--- config.mk ---
export PLATFORM = sky130hd
export DESIGN_NAME = deadline_timer_queue_top
export DESIGN_NICKNAME = d
export VERILOG_FILES = /design/src/design/dtq_pkg.sv /design/src/design/dtq_ram.sv /design/src/design/dtq_scan.sv /design/src/design/deadline_timer_queue_top.sv
export SDC_FILE = /design/constraint.sdc
export NUM_CORES = 2
export LEC_CHECK = 0
export ABC_AREA = 1
export BUFFER_PORTS_ARGS = -buffer_cell sky130_fd_sc_hd__buf_2
export CAP_MARGIN = 20
export CORE_MARGIN = 5
export CORE_UTILIZATION = 30
export DETAILED_ROUTE_END_ITERATION = 8
export SLEW_MARGIN = 25
export SYNTH_ARGS = -nofsm -noshare
export SYNTH_HDL_FRONTEND = slang
export SYNTH_SLANG_ARGS = --single-unit
--- constraint.sdc ---
create_clock -name clk -period 6.7 [get_ports clk]
set_clock_uncertainty 0.2 [all_clocks]
set_input_delay 0.335 -clock clk [delete_from_list [all_inputs] [get_ports clk]]
set_output_delay 0.335 -clock clk [all_outputs]
set_load 0.005 [all_outputs]
--- src/design/dtq_pkg.sv ---
// Shared types and constants for the deadline timer queue.
// No dependencies; every other design file imports this package.
`timescale 1ns / 1ps
`default_nettype none

package dtq_pkg;

  localparam int SLOTS  = 16;
  localparam int SLOT_W = $clog2(SLOTS);
  localparam int ID_W   = 4;
  localparam int DL_W   = 63;
  localparam int ST_W   = 2;

  typedef logic [SLOTS-1:0]  slot_mask_t;
  typedef logic [SLOT_W-1:0] slot_t;
  typedef logic [DL_W-1:0]   dl_t;

  typedef enum logic [2:0] {
    ACT_SUBMIT     = 3'd0,
    ACT_CANCEL     = 3'd1,
    ACT_ABORT      = 3'd2,
    ACT_CANCEL_ALL = 3'd3,
    ACT_FIRE       = 3'd4,
    ACT_SHUTDOWN   = 3'd5
  } action_t;

  localparam logic [ST_W-1:0] ST_EXPIRED   = 2'd0;
  localparam logic [ST_W-1:0] ST_CANCELLED = 2'd1;
  localparam logic [ST_W-1:0] ST_ABORTED   = 2'd2;

  // Request to the scan unit. The select mask, mode and time are held
  // stable by the controller for the whole pass.
  typedef struct packed {
    logic       go;
    logic       fire;
    slot_mask_t sel;
    dl_t        now;
  } scan_cmd_t;

  typedef struct packed {
    logic       done;
    slot_t      best_id;
    slot_mask_t due;
    logic       rem_any;
    dl_t        rem_min;
  } scan_res_t;

endpackage

`default_nettype wire

--- src/design/dtq_ram.sv ---
// Deadline storage: one entry per slot, one write port, one registered read port.
// Depends on dtq_pkg.
`timescale 1ns / 1ps
`default_nettype none

module dtq_ram (
  input  logic          clk,
  input  logic          we,
  input  dtq_pkg::slot_t wr_addr,
  input  dtq_pkg::dl_t   wr_data,
  input  dtq_pkg::slot_t rd_addr,
  output dtq_pkg::dl_t   rd_data
);
  import dtq_pkg::*;

  dl_t mem [SLOTS];

  always_ff @(posedge clk) begin
    if (we) begin
      mem[wr_addr] <= wr_data;
    end
    rd_data <= mem[rd_addr];
  end

endmodule

`default_nettype wire

--- src/design/dtq_scan.sv ---
// Scan unit: walks every slot of the deadline memory once per pass with one
// comparator path. Depends on dtq_pkg.
`timescale 1ns / 1ps
`default_nettype none

module dtq_scan (
  input  logic               clk,
  input  logic               rst,
  input  dtq_pkg::scan_cmd_t cmd,
  output dtq_pkg::slot_t     rd_addr,
  input  dtq_pkg::dl_t       rd_data,
  output dtq_pkg::scan_res_t res
);
  import dtq_pkg::*;

  localparam slot_t LAST = SLOT_W'(SLOTS - 1);

  logic       running;
  slot_t      cnt;
  logic       rd_vld;
  slot_t      rd_idx;
  logic       done;
  logic       best_any;
  slot_t      best_id;
  dl_t        best_val;
  slot_mask_t due;
  logic       rem_any;
  dl_t        rem_min;
  logic       hit;

  assign rd_addr = cnt;
  assign hit     = rd_vld && cmd.sel[rd_idx];

  always_ff @(posedge clk) begin
    if (rst) begin
      running <= 1'b0;
      rd_vld  <= 1'b0;
      done    <= 1'b0;
    end else begin
      done   <= rd_vld && (rd_idx == LAST);
      rd_vld <= running;
      if (cmd.go) begin
        running <= 1'b1;
      end else if (running && cnt == LAST) begin
        running <= 1'b0;
      end
    end
  end

  // In fire mode the pass sorts pending slots into due and remaining and
  // keeps the earliest remaining deadline; otherwise it looks for the
  // earliest selected slot. Ascending order with a strict compare leaves
  // the lower slot in place on equal deadlines.
  always_ff @(posedge clk) begin
    rd_idx <= cnt;
    if (cmd.go) begin
      cnt      <= '0;
      best_any <= 1'b0;
      rem_any  <= 1'b0;
      due      <= '0;
    end else begin
      if (running) begin
        cnt <= cnt + 1'b1;
      end
      if (hit) begin
        if (cmd.fire) begin
          if (rd_data <= cmd.now) begin
            due[rd_idx] <= 1'b1;
          end else if (!rem_any || rd_data < rem_min) begin
            rem_any <= 1'b1;
            rem_min <= rd_data;
          end
        end else if (!best_any || rd_data < best_val) begin
          best_any <= 1'b1;
          best_val <= rd_data;
          best_id  <= rd_idx;
        end
      end
    end
  end

  assign res.done    = done;
  assign res.best_id = best_id;
  assign res.due     = due;
  assign res.rem_any = rem_any;
  assign res.rem_min = rem_min;

endmodule

`default_nettype wire

--- src/design/deadline_timer_queue_top.sv ---
// Top level of the deadline timer queue: command decode, pending and armed state.
// Depends on dtq_pkg, dtq_ram and dtq_scan.
`timescale 1ns / 1ps
`default_nettype none

// A transaction is accepted on a rising edge where start is high and busy is
// low. Results come out one per cycle-long pulse of done, with done_id,
// status, last, next_deadline and timer_armed valid in that cycle; the
// receiver cannot stall them, so it must take every pulse. Submit, cancel one
// and abort one finish without a scan and their result, if any, appears in
// the following cycle. Timer fire, cancel all and shutdown work through the
// deadline memory with one scan unit: each pass reads every slot once through
// the single read port. Cancel all and shutdown need one pass per removed
// wait; timer fire needs one pass to find the due waits and the new armed
// deadline, then one pass per expired wait, and busy stays high until the
// last pass is through. Results of one transaction come in deadline order,
// lower slot first on equal deadlines, and the final one carries last.
// next_deadline and timer_armed give the armed state after the whole
// transaction; next_deadline reads zero when unarmed. The deadline memory is
// only written by submit while idle and only read by scans while busy, so
// its accesses never overlap.

module deadline_timer_queue_top (
  input  logic                      clk,
  input  logic                      rst,
  input  logic                      start,
  output logic                      busy,
  input  logic [2:0]                action,
  input  logic [dtq_pkg::ID_W-1:0]  wait_id,
  input  logic [dtq_pkg::DL_W-1:0]  deadline,
  input  logic [dtq_pkg::DL_W-1:0]  now_time,
  output logic                      done,
  output logic [dtq_pkg::ID_W-1:0]  done_id,
  output logic [dtq_pkg::ST_W-1:0]  status,
  output logic                      last,
  output logic [dtq_pkg::DL_W-1:0]  next_deadline,
  output logic                      timer_armed
);
  import dtq_pkg::*;

  typedef enum logic [2:0] {
    S_IDLE  = 3'b001,
    S_PREP  = 3'b010,
    S_DRAIN = 3'b100
  } state_t;

  state_t          state;
  slot_mask_t      pending;
  logic            armed;
  dl_t             armed_dl;
  logic            shut;
  slot_mask_t      sel;
  dl_t             now_q;
  logic            fire_q;
  logic            go;
  logic [ST_W-1:0] status_q;

  logic       accept;
  action_t    act;
  logic       id_ok;
  slot_t      slot_idx;
  slot_mask_t slot_bit;
  slot_mask_t best_bit;
  slot_mask_t sel_left;
  logic       mem_we;
  slot_t      rd_addr;
  dl_t        rd_data;
  scan_cmd_t  scmd;
  scan_res_t  sres;
  logic       rearm;

  assign busy     = (state != S_IDLE);
  assign accept   = start && !busy;
  assign act      = action_t'(action);
  assign id_ok    = (32'(wait_id) < SLOTS);
  assign slot_idx = SLOT_W'(wait_id);
  assign slot_bit = slot_mask_t'(1) << slot_idx;
  assign best_bit = slot_mask_t'(1) << sres.best_id;
  assign sel_left = sel & ~best_bit;
  assign rearm    = sres.rem_any && !shut;

  assign mem_we = accept && (act == ACT_SUBMIT) && id_ok && !shut;

  assign scmd.go   = go;
  assign scmd.fire = fire_q;
  assign scmd.sel  = sel;
  assign scmd.now  = now_q;

  assign next_deadline = armed ? armed_dl : '0;
  assign timer_armed   = armed;

  dtq_ram u_ram (
    .clk     (clk),
    .we      (mem_we),
    .wr_addr (slot_idx),
    .wr_data (deadline),
    .rd_addr (rd_addr),
    .rd_data (rd_data)
  );

  dtq_scan u_scan (
    .clk     (clk),
    .rst     (rst),
    .cmd     (scmd),
    .rd_addr (rd_addr),
    .rd_data (rd_data),
    .res     (sres)
  );

  always_ff @(posedge clk) begin
    if (rst) begin
      state    <= S_IDLE;
      pending  <= '0;
      armed    <= 1'b0;
      armed_dl <= '0;
      shut     <= 1'b0;
      go       <= 1'b0;
      done     <= 1'b0;
    end else begin
      go   <= 1'b0;
      done <= 1'b0;
      case (state)
        S_IDLE: begin
          if (accept) begin
            case (act)
              ACT_SUBMIT: begin
                if (id_ok) begin
                  if (shut) begin
                    // After shutdown a submit is cancelled on the spot.
                    done    <= 1'b1;
                    done_id <= wait_id;
                    status  <= ST_CANCELLED;
                    last    <= 1'b1;
                  end else begin
                    pending <= pending | slot_bit;
                    if (!armed || deadline < armed_dl) begin
                      armed    <= 1'b1;
                      armed_dl <= deadline;
                    end
                  end
                end
              end
              ACT_CANCEL, ACT_ABORT: begin
                if (id_ok && pending[slot_idx]) begin
                  pending <= pending & ~slot_bit;
                  done    <= 1'b1;
                  done_id <= wait_id;
                  status  <= (act == ACT_CANCEL) ? ST_CANCELLED : ST_ABORTED;
                  last    <= 1'b1;
                  if ((pending & ~slot_bit) == '0) begin
                    armed    <= 1'b0;
                    armed_dl <= '0;
                  end
                end
              end
              ACT_CANCEL_ALL: begin
                armed    <= 1'b0;
                armed_dl <= '0;
                if (pending != '0) begin
                  sel      <= pending;
                  fire_q   <= 1'b0;
                  go       <= 1'b1;
                  status_q <= ST_CANCELLED;
                  state    <= S_DRAIN;
                end
              end
              ACT_FIRE: begin
                sel    <= pending;
                now_q  <= now_time;
                fire_q <= 1'b1;
                go     <= 1'b1;
                state  <= S_PREP;
              end
              ACT_SHUTDOWN: begin
                if (!shut) begin
                  shut     <= 1'b1;
                  armed    <= 1'b0;
                  armed_dl <= '0;
                  if (pending != '0) begin
                    sel      <= pending;
                    fire_q   <= 1'b0;
                    go       <= 1'b1;
                    status_q <= ST_CANCELLED;
                    state    <= S_DRAIN;
                  end
                end
              end
              default: begin
              end
            endcase
          end
        end
        S_PREP: begin
          // The first pass of a timer fire settles the new armed deadline
          // before any expired wait is reported.
          if (sres.done) begin
            armed    <= rearm;
            armed_dl <= rearm ? sres.rem_min : '0;
            if (sres.due != '0) begin
              sel      <= sres.due;
              fire_q   <= 1'b0;
              go       <= 1'b1;
              status_q <= ST_EXPIRED;
              state    <= S_DRAIN;
            end else begin
              state <= S_IDLE;
            end
          end
        end
        S_DRAIN: begin
          if (sres.done) begin
            done    <= 1'b1;
            done_id <= ID_W'(sres.best_id);
            status  <= status_q;
            last    <= (sel_left == '0);
            sel     <= sel_left;
            pending <= pending & ~best_bit;
            if (sel_left != '0) begin
              go <= 1'b1;
            end else begin
              state <= S_IDLE;
            end
          end
        end
        default: begin
          state <= S_IDLE;
        end
      endcase
    end
  end

endmodule

`default_nettype wire

==> run metrics <==
number of H-tree levels 4; number of synthesized flops with an enable pin 1227; syn avg cell area 11.6 sq um; vias in the first global route 40500; router iterations before antenna repair 9; Sw Pwr 8.81 mW; Chip Width 460 um; row count 165; # Post-CTS Setup Buffers 0; nets 5925; worst r2r src u_ram.rd_data[14]; Boundary Pins 209; Arr. time, crit path 5.01 ns; CP Buf/Inv Count 3; unrepaired setup endpoints after global routing no; Logic pwr share 0.271; Clk pwr share 0.313; Initial Utilization 0.301; crit path cell chain ha_1 -> nand2_1 -> nor2_1 -> inv_1 -> nor4_1 -> nand4_1 -> nand2_1 -> nand3b_1 -> clkinv_2 -> buf_4; critical path's most frequent cell nand2_1; Max-Cap Viols 0; number of remaining DRC errors 0; Area contributors post-synth edfxtp_1 61%, dfxtp_1 5.9%, ha_1 5.2%, nor2_1 5.0%, nand2_1 4.3%; clock sinks 1405; WL/cell 21.5 um; critical path's slowest cell nor4_1; Total Routing Usage GR 0.165; VDD IR max 0.551 mV; final hold violations 0; vias per cell 5.01; DRT Wirelength 179000 um; status finished clean; Max-slew headroom 0.193; area leader, netlist edfxtp_1; Seq/Total Area, Yosys 0.666; Critical path origin u_ram.rd_data[14]; Sum Neg Setup Slack 0 ns; Critical Path RT 6.93 ns; hold_sp wait_id[2]; critical path class reg -> reg; sw frac 0.338; Pint 17.3 mW; Die Footprint 0.211 sq mm; critical path capture point type flop; most frequent cells after synthesis 1227 x edfxtp_1, 807 x nor2_1, 700 x nand2_1; count leader, synth edfxtp_1; CTS tree built; Final Cell Area 0.0710 sq mm; Max Freq 0.209 GHz; worst-path maximum fanout 33; antenna violations before repair 11; placed cell area 0.0648 sq mm; largest net degree at the start of global routing 201; Layout area overhead 17.1%; count of different cell masters after synthesis 41; Mapped Cells 5250; fin util 0.352; via count 41800; Root Driver clkbuf_16; Async S/R FF share, synth 0; global-route wire length before repair 263000 um; Main synth FF type edfxtp_1; clk buf depth 3; drt initial violations 3676; crit-path leading delay family simple AND/OR/NAND/NOR gates; Synthesis Warnings 0; post-layout min period 4.78 ns; Power Dens Cells 367 mW/mm^2; Final Cycle Share 0.713; Syn Std Cell Area 0.0607 sq mm; leakage power figure 26.4 nW; Final ANT Viol Nets 0; Startpoint Class flop; Flop pwr share 0.416; Synth top area share 0.607; setup violators final 0; clock latency at the later pin of the worst-skew pair 0.77 ns; Port Buf Inserts 208; dpl hpwl 106000 um; Die Y 460 um; clk slew on worst S/H paths 0.06 ns; GP Congestion 0.885; Seq cells post-synth 1405; syn_nets 5636; Slew Limit Fails 0; core box area 0.202 sq mm; layout cells sized above 1 0.0940; Hold WC Path Type in -> reg; GR Overflow Total 0; Num CTS Buffers 148; Worst-Margin Slew 1.21 ns; Slowest Stage Delay on Critical Path 0.89 ns
## path summary, 6_finish.rpt
| check | depth (start not counted) | slack [ns] | end |
|---|---|---|---|
| max | 10 | 1.92 | u_scan.rem_min[10] |
| min | 3 | 0.08 | done_id[2] |
| max reg2reg | 10 | 1.92 | u_scan.rem_min[10] |
| min reg2reg | 0 | 0.21 | u_scan.rd_idx[3] |
## through the flow
step | hold WS (ns) | std cells | power (mW) | worst slack, ns
after floorplan | 0.163 | 5250 | 15.8 | 0.750
after global placement | 0.191 | 7921 | 17.9 | 1.98
after detailed placement | 0.199 | 7925 | 18.0 | 1.89
after CTS | 0.0106 | 8333 | 26.3 | 1.87
after global routing | 0.0558 | 8333 | 27.5 | 1.70
final | 0.0761 | 8340 | 26.1 | 1.92
## worst register-to-register path: cells and delay by family (launching register included)
| kind | cells | cell delay [ns] |
|---|---|---|
| and+or+nand+nor | 6 | 2.22 |
| buffers and inverters | 3 | 1.30 |
| DFF | 1 | 0.37 |
| adders and majority gates | 1 | 0.32 |
## metal layers
layer	track usage	up-vias	routed length, um
li1	-	19300	-
met1	0.223	20800	79000
met2	0.275	1411	85100
met3	0.0268	244	11300
met4	0.0437	6	3790
met5	0	-	33
## logic make-up (layout without fill, tap and decap cells)
logic type | count (synthesis) | after routing | share of synthesized area
adder cells (fa/ha/maj) | 250 | 250 | 0.0515
multiplexers | 101 | 101 | 0.0167
buffers and inverters | 743 | 1154 | 0.0473
other | 0 | 7 | 0
flip-flops | 1405 | 1405 | 0.666
AO/OA/AOI/OAI | 887 | 887 | 0.0940
AND/OR/NAND/NOR | 1864 | 1864 | 0.125
## layout by cell type, fill, tap and decap left out, drive strengths merged, types with 7 or more instances in the layout
cell / n
edfxtp: 1227
nor2: 811
nand2: 701
inv: 478
o21ai: 312
buf: 271
nand3: 258
ha: 250
clkbuf: 202
a21oi: 201
dfxtp: 178
o32ai: 151
dlygate4sd3: 136
o221ai: 117
mux2i: 101
a22oi: 65
clkinv: 54
nand4: 49
nor3: 27
o211ai: 25
bufinv: 9
diode: 7
a21o: 7
## flip-flops by register name (all words and copies together), names as in the netlist, 16 cells and up, named ones only
register and cells:
u_ram.mem 1008, armed_dl 63, now_q 63, u_ram.rd_data 63
u_scan.best_val 63, u_scan.rem_min 63, sel 16, u_scan.due 16
## power by group through the flow
stage,clock [mW],sequential [mW],combinational (mW)
finish,8.16,10.8,7.08
global route,8.68,10.9,7.95
CTS,8.31,10.8,7.11
detailed placement,0,11.0,7.00
global placement,0,11.0,6.87
floorplan,0,10.6,5.15
## final cells by class
class	instances	area, sq um
antenna	7	17.5
clock buffer	202	4150
clock inverter	70	662
fill	19700	131000
inverter	475	1800
multi-input combinational	3102	17600
sequential	1405	40400
tap	2672	3340
timing repair buffer	407	3060
## timing repair
item | in CTS | in global routing
hold endpoints to repair | 1138 | 0
hold buffers | 136 | 0
gates resized for setup | 0 | 0
Note: power is estimated with default switching activity, not from simulation.
